File: config.mk
export PLATFORM = sky130hd
export DESIGN_NAME = sab_ctrl
export DESIGN_NICKNAME = d
export VERILOG_FILES = /design/src/sab_pkg.sv /design/src/sab_ctrl.sv
export SDC_FILE = /design/constraint.sdc
export NUM_CORES = 1
export LEC_CHECK = 0
export ABC_AREA = 1
export BUFFER_PORTS_ARGS = -buffer_cell sky130_fd_sc_hd__buf_4
export CORE_AREA = 2 2 39 41
export CTS_CLUSTER_SIZE = 30
export DETAILED_ROUTE_END_ITERATION = 10
export DIE_AREA = 0 0 41 43
export GPL_TIMING_DRIVEN = 0
export PLACE_DENSITY = 0.33
export SLEW_MARGIN = 15
export SYNTH_ARGS = -nofsm -noshare
export SYNTH_HDL_FRONTEND = slang
export SYNTH_SLANG_ARGS = --single-unit
File: constraint.sdc
create_clock -name clk -period 1.5 [get_ports clk]
set_clock_uncertainty 0.2 [all_clocks]
set_input_delay 0.225 -clock clk [delete_from_list [all_inputs] [get_ports clk]]
set_output_delay 0.225 -clock clk [all_outputs]
set_load 0.02 [all_outputs]
File: src/sab_pkg.sv
// ----------------------------------------------------------------------------
// sab_pkg: shared types and constants of the bitmap slot allocator
// Holds the request and status codes, the controller states and the command
// and status bundles between the controller and the datapath.
// ----------------------------------------------------------------------------
package sab_pkg;

    // Default sizes of the pool.
    localparam int NUM_SLOTS_DEF    = 256;
    localparam int PAYLOAD_BITS_DEF = 32;

    // Fixed widths of the request and response fields.
    localparam int OP_W      = 3;
    localparam int INDEX_W   = 9;
    localparam int PORT_PAY_W = 32;
    localparam int STATUS_W  = 2;

    // Request codes.
    typedef enum logic [OP_W-1:0] {
        OP_ADD    = 3'd0,
        OP_REMOVE = 3'd1,
        OP_GET    = 3'd2,
        OP_NEXT   = 3'd3,
        OP_CLEAR  = 3'd4
    } op_t;

    // Response status codes.
    typedef enum logic [STATUS_W-1:0] {
        ST_OK    = 2'd0,
        ST_FULL  = 2'd1,
        ST_RANGE = 2'd2,
        ST_NONE  = 2'd3
    } status_t;

    // Controller states.
    typedef enum logic [1:0] {
        S_IDLE,
        S_EXEC,
        S_SCAN,
        S_RESP
    } state_t;

    // Commands from the controller to the datapath.
    typedef struct packed {
        logic load;
        logic exec;
        logic scan;
    } sab_cmd_t;

    // Status from the datapath to the controller.
    typedef struct packed {
        logic scan_req;
        logic scan_done;
    } sab_stat_t;

endpackage

File: src/sab_ctrl.sv
// ----------------------------------------------------------------------------
// sab_ctrl: request sequencer of the bitmap slot allocator
// Takes one request, runs the decode cycle, steps the bitmap scan when the
// request needs one and holds the response until it has been transferred.
// ----------------------------------------------------------------------------
module sab_ctrl
(
    input  logic                clk,
    input  logic                rst_n,
    input  logic                in_valid,
    output logic                in_ready,
    output logic                out_valid,
    input  logic                out_ready,
    output sab_pkg::sab_cmd_t   cmd,
    input  sab_pkg::sab_stat_t  stat
);
    import sab_pkg::*;

    state_t state_reg;
    state_t state_next;

    // State register.
    always_ff @(posedge clk or negedge rst_n)
    begin
        if (!rst_n)
        begin
            state_reg <= S_IDLE;
        end
        else
        begin
            state_reg <= state_next;
        end
    end

    // Next state and command decode.
    always_comb
    begin
        state_next = state_reg;
        cmd        = '0;
        in_ready   = 1'b0;
        out_valid  = 1'b0;
        unique case (state_reg)
            S_IDLE:
            begin
                in_ready = 1'b1;
                if (in_valid)
                begin
                    cmd.load   = 1'b1;
                    state_next = S_EXEC;
                end
            end
            S_EXEC:
            begin
                cmd.exec   = 1'b1;
                state_next = stat.scan_req ? S_SCAN : S_RESP;
            end
            S_SCAN:
            begin
                cmd.scan = 1'b1;
                if (stat.scan_done)
                begin
                    state_next = S_RESP;
                end
            end
            S_RESP:
            begin
                out_valid = 1'b1;
                if (out_ready)
                begin
                    state_next = S_IDLE;
                end
            end
            default:
            begin
                state_next = S_IDLE;
            end
        endcase
    end

endmodule

==> flow_summary.json, run 1 <==
{
  "drv_slew": 0,
  "yosysTopAreaCell": "dfrtp_1",
  "fmax_mhz": 661,
  "dieArea_mm2": 0.00176,
  "switching_power_uw": 368,
  "synth_area_per_cell_um2": 6.94,
  "critPathKind": "flop to primary output",
  "p_total_uw": 811,
  "crit_buf_inv": 2,
  "grt-ovfl-total": 0,
  "grt_pass1_wl_um": 772,
  "ys_types": 8,
  "viasPerCell": 3.62,
  "die_w_um": 41,
  "switching_share": 0.453,
  "drc": 0,
  "cts_tree": "built",
  "synth.top_cell.area_share": 0.233,
  "ant_nets": 0,
  "post-route-min-period_ps": 1510,
  "ys_seq_area_frac": 0.233,
  "slew_headroom": 0.883,
  "cts_buffers": 3,
  "wirelength_um": 453,
  "grt_pass1_vias": 238,
  "r2r_cells": 7,
  "status": "finished with violations",
  "rsz0062_at_grt": "yes",
  "min_period_over_period": 1.01,
  "rr_startpoint": "state_reg[1]",
  "hpwl_um": 353,
  "setup-tns-final_ps": -18.5,
  "ys_top_cells_by_count": "8 x inv_1, 8 x nand2_1, 4 x ha_1, 4 x nand2_2, 3 x nand3_1",
  "syn_inst": 31,
  "start_util": 0.156,
  "r2r_slack_ps": 100,
  "cp_cell_sequence": "buf_4, ha_2, buf_6",
  "required_ps": 1070,
  "drt_iter0_drc": 1,
  "setup.worst_path.start": "state_reg[0]",
  "intPower_uw": 444,
  "slowest_stage": "dfrtp_1",
  "n_fill_cell": 167,
  "violations": "negative setup slack",
  "yosysWarnings": 0,
  "antenna_found_initial": 0,
  "core_area_mm2": 0.00138,
  "r2r_end": "state_reg[1]",
  "clock_sinks": 2,
  "register_area_um2": 50.0,
  "cp-endpoint": "cmd[1]",
  "crit_fanout": 4,
  "syn-num-nets": 41,
  "synth_edf_count": 0,
  "cts-root-buf": "clkbuf_4",
  "grt_max_degree": 6,
  "cp-end-kind": "primary output",
  "slowest_delay_ps": 410,
  "grt_use_total": 0.0682,
  "async_flop_share": 1.00,
  "pin_count": 11,
  "area_growth_pct": 77.9,
  "die_y_um": 43,
  "vdd_drop_max_mv": 0.757,
  "finalSetupViolCount": 3,
  "clk_pin_slew_ps": 30,
  "htreeDepth": 1,
  "p_clk_frac": 0.144,
  "p_per_area_mw_per_mm2": 2120,
  "numPortBuffers": 10,
  "wire_per_inst_um": 7.19,
  "hold_viol": 0,
  "nNetsFinal": 59,
  "p_seq_frac": 0.151,
  "synth_flop_cell": "dfrtp_1",
  "clock_latency_ps": 220,
  "ys_ff_latch": 2,
  "place_congestion": 0.597,
  "firstDrtPassIters": 2,
  "syn_area_um2": 215,
  "multi_input_area_um2": 149,
  "synth_area_leaders": "dfrtp_1 23%, ha_1 23%, inv_1 14%",
  "layout_setup_ws_ps": -13.9,
  "arrival_ps": 1090,
  "comb_power_share": 0.706,
  "drive_gt1_frac": 0.574,
  "p_leak_nw": 0.224,
  "utilization": 0.277,
  "rows": 14,
  "cp_top_family": "flip-flops",
  "diodes": 0,
  "startpoint_type": "flop",
  "worstMarginPinSlew_ps": 176,
  "worst-path-stages": 3,
  "dr_total_vias": 228,
  "largest_reg_flops": 2,
  "max_cap_viol_count": 0,
  "hold_class": "primary input to asynchronous set/reset pin",
  "cts_buffer_depth": 2
}
cells in the final DEF, fill, tap and decap left out:
cell,Yosys,final
dlygate4sd3_1,0,1
nand2_1,8,7
nor2_4,1,1
inv_2,1,4
nand3_1,3,3
nand2_2,4,5
ha_2,0,1
buf_4,0,10
ha_4,0,1
buf_6,0,2
ha_1,4,2
dfrtp_1,2,2
clkbuf_4,0,3
inv_1,8,5
power groups by stage:
stage	Clock, mW	Combinational, mW	Sequential (mW)
6_report	0.117	0.573	0.122
5_1_grt	0.134	0.648	0.126
4_1_cts	0.125	0.577	0.121
3_5_place_dp	0	0.473	0.123
3_3_place_gp	0	0.472	0.123
2_1_floorplan	0	0.339	0.114
logic make-up after synthesis:
logic type,count (synthesis),share of synthesized area
adders and majority gates,4,0.233
and+or+nand+nor,16,0.378
DFF,2,0.233
buffers and inverters,9,0.157
through the flow:
| stage | worst slack [ps] | instances | hold WS, ps | area (µm²) |
|---|---|---|---|---|
| global route | -62.2 | 63 | 117 | 383 |
| CTS | -36.1 | 63 | 113 | 380 |
| global placement | 75.1 | 57 | -193 | 310 |
| finish | -13.9 | 63 | 132 | 383 |
| floorplan | 27.8 | 31 | -271 | 215 |
| detailed placement | 70.9 | 57 | -192 | 310 |
how the worst min path moves through the flow:
stage,start,endpoint,slack [ps],cells past startpoint
2_1_floorplan,rst_n,state_reg[0],-270,0
3_3_place_gp,rst_n,state_reg[1],-190,1
3_5_place_dp,rst_n,state_reg[0],-190,1
4_1_cts,rst_n,state_reg[0],110,2
5_1_grt,rst_n,state_reg[0],120,2
6_report,rst_n,state_reg[0],130,2
worst register-to-register path, delay by kind of cell (launching register included):
kind	cells	cell delay [ps]
flip-flops	1	410
AND/OR/NAND/NOR	4	290
buffers and inverters	2	210
adder cells (fa/ha/maj)	1	170
routing by layer:
metal	part of all wire	global-route usage	wire, µm
met1	0.38	0.0673	174
met2	0.53	0.100	240
met3	0.086	0.0157	39
met4	0	0.0800	0
met5	0	0	0
cell type report:
class / instances / share of cell area
sequential: 2 / 0.131
tap: 16 / 0.0523
inverter: 9 / 0.0882
multi-input combinational: 20 / 0.389
timing repair buffer: 13 / 0.281
clock buffer: 3 / 0.0588
repair_timing:
item,CTS,global route
pin swaps,1,1
setup buffers,2,0
setup endpoints to repair,3,5
resized for setup,7,2
endpoints found under the hold margin,2,0
hold buffers,1,0
Note: power is estimated with default switching activity, not from simulation.
==> run 2: changes to the inputs <==
Settings changed: CAP_MARGIN set to 10.
Clock period 1.5 ns to 1.7 ns, I/O delays scaled along.
==> flow_summary.json, run 2 (synthesis gave the netlist of run 1 again) <==
{
  "status": "complete, no violations",
  "grt-ovfl-total": 0,
  "antenna_found_initial": 0,
  "drive_gt1_frac": 0.489,
  "intPower_uw": 349,
  "grt_pass1_wl_um": 745,
  "hpwl_um": 353,
  "numPortBuffers": 10,
  "firstDrtPassIters": 2,
  "finalSetupViolCount": 0,
  "arrival_ps": 1140,
  "cp-end-kind": "primary output",
  "utilization": 0.258,
  "min_period_over_period": 0.939,
  "viasPerCell": 3.39,
  "r2r_cells": 6,
  "ant_nets": 0,
  "whs_ps": 161,
  "worstMarginPinSlew_ps": 161,
  "slew_headroom": 0.892,
  "placed_cells": 57,
  "design_area_um2": 357,
  "required_ps": 1240,
  "clock_latency_ps": 220,
  "clk_pin_slew_ps": 30,
  "n_fill_cell": 164,
  "largest_reg_flops": 2,
  "grt_max_degree": 6,
  "htreeDepth": 1,
  "layout_common_cells": "10 x buf_4, 8 x nand2_1, 7 x inv_1",
  "hold_viol": 0,
  "rsz0062_at_grt": "no",
  "dieArea_mm2": 0.00176,
  "switching_power_uw": 309,
  "core_area_mm2": 0.00138,
  "grt_use_total": 0.0662,
  "place_congestion": 0.597,
  "placed_cell_area_um2": 310,
  "die_w_um": 41,
  "switching_share": 0.469,
  "p_seq_frac": 0.171,
  "max_cap_viol_count": 0,
  "die_y_um": 43,
  "critPathKind": "flop to primary output",
  "setup-tns-final_ps": 0,
  "dr_total_vias": 207,
  "p_per_area_mw_per_mm2": 1850,
  "pin_count": 11,
  "cts_tree": "built",
  "cts_buffer_depth": 2,
  "diodes": 0,
  "wirelength_um": 441,
  "clock_sinks": 2,
  "rows": 14,
  "post-route-min-period_ps": 1600,
  "wire_per_inst_um": 7.23,
  "start_util": 0.156,
  "cts-root-buf": "clkbuf_4",
  "drt_iter0_drc": 3,
  "drc": 0,
  "crit_fanout": 5,
  "nNetsFinal": 57,
  "vdd_drop_max_mv": 0.660,
  "drv_slew": 0,
  "grt_pass1_vias": 229,
  "fmax_mhz": 627,
  "area_growth_pct": 65.7,
  "stdcell_count": 61,
  "p_leak_nw": 0.215,
  "cts_buffers": 3,
  "final_common_cell": "buf_4",
  "hold_class": "primary input to asynchronous set/reset pin",
  "p_clk_frac": 0.157,
  "startpoint_type": "flop",
  "comb_power_share": 0.672
}
run 2: cell count changes in the layout (fill, tap and decap cells not counted):
cell     previous run  this run
ha_2                1         0
inv_2               4         2
ha_1                2         3
buf_6               2         0
nand2_1             7         8
dfrtp_1             2         1
nand2_2             5         4
dfrtp_2             0         1
inv_1               5         7
run 2: path summary, 6_finish.rpt:
| check | startpoint | to | slack [ps] |
|---|---|---|---|
| min in group clk | stat[1] | state_reg[0] | 210 |
| max reg2reg | state_reg[1] | state_reg[1] | 390 |
| max in group asynchronous | rst_n | state_reg[0] | 1040 |
| max | state_reg[1] | cmd[2] | 100 |
| min | rst_n | state_reg[0] | 160 |
| min reg2reg | state_reg[0] | state_reg[0] | 360 |
run 2: repair_timing:
action | CTS | global route
setup endpoints to repair | 1 | 1
buffers inserted | 0 | 0
gates resized for setup | 1 | 3
hold buffers | 1 | 0
endpoints found under the hold margin | 2 | 0
run 2: routing by layer:
metal | track usage | share of wire | vias to the layer above
met5 | 0 | 0 | -
met4 | 0.0800 | 0 | 0
met3 | 0.0157 | 0.091 | 0
met2 | 0.0906 | 0.49 | 7
met1 | 0.0705 | 0.42 | 83
li1 | - | - | 117
run 2: critical path: stages, from the launching register on:
cell	delay, ps
dfrtp_1	410
inv_1	130
ha_4	160
nand2_1	50
inv_1	40
buf_4	130
run 2: through the flow:
| step | setup slack [ps] | power [mW] |
|---|---|---|
| 6_report | 104 | 0.658 |
| 5_1_grt | 27.6 | 0.741 |
| 4_1_cts | 23.2 | 0.645 |
| 3_3_place_gp | 245 | 0.525 |
| 3_5_place_dp | 241 | 0.526 |
| 2_1_floorplan | 198 | 0.399 |
run 2: area by class of cell:
type	instances	area (µm²)	area share
clock buffers	3	22.5	0.0632
inverters	9	33.8	0.0947
flip-flops and latches	2	51.3	0.144
repair buffers	11	85.1	0.239
multi-input cells	20	144	0.404
well taps	16	20.0	0.0561
run 2: power by group through the flow:
stage	Sequential (mW)	Combinational, mW	Clock [mW]
2_1_floorplan	0.101	0.299	0
3_3_place_gp	0.108	0.416	0
3_5_place_dp	0.109	0.417	0
4_1_cts	0.108	0.426	0.110
5_1_grt	0.118	0.504	0.118
6_report	0.113	0.442	0.103
==> run 3: changes to the inputs <==
Settings changed: GPL_TIMING_DRIVEN 0 to unset.
==> flow_summary.json, run 3 (synthesis gave the netlist of run 1 again) <==
{
  "status": "complete, no violations",
  "crit_fanout": 5,
  "r2r_slack_ps": 350,
  "rsz0062_at_grt": "no",
  "crit_path_frequent_cell": "inv_1",
  "ant_nets": 0,
  "p_per_area_mw_per_mm2": 1850,
  "antenna_found_initial": 0,
  "startpoint_type": "flop",
  "slowest_stage": "dfrtp_1",
  "clk_pin_slew_ps": 30,
  "drive_gt1_frac": 0.467,
  "layout_common_cells": "10 x buf_4, 8 x nand2_1, 7 x inv_1",
  "slowest_delay_ps": 410,
  "cp-end-kind": "primary output",
  "cts-root-buf": "clkbuf_4",
  "cts_buffer_depth": 2,
  "vdd_drop_max_mv": 0.543,
  "hpwl_um": 392,
  "placed_cells": 57,
  "cp_cell_sequence": "inv_1, ha_4, nand2_1, inv_1, buf_4",
  "rr_startpoint": "state_reg[0]",
  "firstDrtPassIters": 1,
  "die_w_um": 41,
  "fmax_mhz": 626,
  "hold_viol": 0,
  "largest_reg_flops": 2,
  "stdcell_count": 61,
  "cts_buffers": 3,
  "grt_max_degree": 6,
  "numPortBuffers": 10,
  "cp_top_family": "flip-flops",
  "rows": 14,
  "pin_count": 11,
  "r2r_end": "state_reg[1]",
  "grt_pass1_wl_um": 814,
  "p_leak_nw": 0.216,
  "crit_buf_inv": 3,
  "post-route-min-period_ps": 1600,
  "grt_pass1_vias": 218,
  "slew_headroom": 0.885,
  "cts_tree": "built",
  "clock_sinks": 2,
  "diodes": 0,
  "nNetsFinal": 57,
  "final_common_cell": "buf_4",
  "die_y_um": 43,
  "layout_setup_ws_ps": 103,
  "drv_slew": 0,
  "grt_use_total": 0.0752,
  "p_total_uw": 656,
  "setup-tns-final_ps": 0,
  "viasPerCell": 3.56,
  "area_growth_pct": 65.1,
  "grt-ovfl-total": 0,
  "max_cap_viol_count": 0,
  "post-place-ws_ps": 223,
  "place_congestion": 0.567,
  "r2r_cells": 6,
  "htreeDepth": 1,
  "dr_total_vias": 217,
  "core_area_mm2": 0.00138,
  "start_util": 0.156,
  "worstMarginPinSlew_ps": 172,
  "finalSetupViolCount": 0,
  "arrival_ps": 1140,
  "clock_latency_ps": 220,
  "drc": 0,
  "min_period_over_period": 0.939,
  "required_ps": 1240,
  "critPathKind": "flop to primary output",
  "wirelength_um": 449,
  "drt_iter0_drc": 0,
  "dieArea_mm2": 0.00176,
  "hold_class": "primary input to asynchronous set/reset pin",
  "wire_per_inst_um": 7.36
}
[run 3: cell counts in the layout (fill, tap and decap cells not counted)]
No cell type changed its count.
[run 3: final cells by class]
class / count / area (µm²)
Timing Repair Buffer: 11 / 85.1
Inverter: 9 / 33.8
Fill cell: 164 / 1030
Sequential cell: 2 / 50.0
Multi-Input combinational cell: 20 / 144
Tap cell: 16 / 20.0
Clock buffer: 3 / 22.5
[run 3: worst max-delay path by stage]
| stage | cells after the start | slack, ps | from | to |
|---|---|---|---|---|
| 2_1_floorplan | 4 | 200 | state_reg[0] | cmd[2] |
| 3_3_place_gp | 5 | 260 | state_reg[0] | cmd[2] |
| 3_5_place_dp | 5 | 220 | state_reg[0] | cmd[2] |
| 4_1_cts | 5 | 5 | state_reg[0] | cmd[2] |
| 5_1_grt | 5 | 0.8 | state_reg[1] | cmd[2] |
| 6_report | 5 | 100 | state_reg[1] | cmd[2] |
[run 3: stage by stage]
stage	utilization	instance area, µm²	hold WS, ps
2_1_floorplan	-	215	-241
3_3_place_gp	0.224	310	-163
3_5_place_dp	0.224	310	-162
4_1_cts	0.250	345	139
5_1_grt	0.257	355	143
6_report	0.257	355	143
[run 3: metal layers]
| layer | track usage | vias up | wire (µm) |
|---|---|---|---|
| met4 | 0.0800 | 0 | 0 |
| li1 | - | 116 | - |
| met2 | 0.0938 | 7 | 233 |
| met1 | 0.0769 | 94 | 171 |
| met3 | 0.0471 | 0 | 44 |
| met5 | 0 | - | 0 |
[run 3: worst register-to-register path: stages, from the launching register on]
cell and delay [ps]:
dfrtp_1 410, inv_2 90, ha_1 230, nand2_2 80, nand3_1 100, nand2_1 70, nand2_1 50
[run 3: what timing repair did]
item                                    CTS  global route
cloned                                    0             0
endpoints found under the setup margin    1             1
buffers inserted                          0             0
pin swaps                                 0             0
gates resized for setup                   1             2
hold buffers                              1             0
hold endpoints to repair                  2             0
[run 3: power by group]
part           total (mW)  leakage, nW  internal [mW]  switching, mW
clock               0.103       0.0138         0.0777         0.0251
sequential          0.109       0.0240         0.0752         0.0337
combinational       0.445        0.179          0.195          0.249
total               0.656        0.216          0.348          0.308
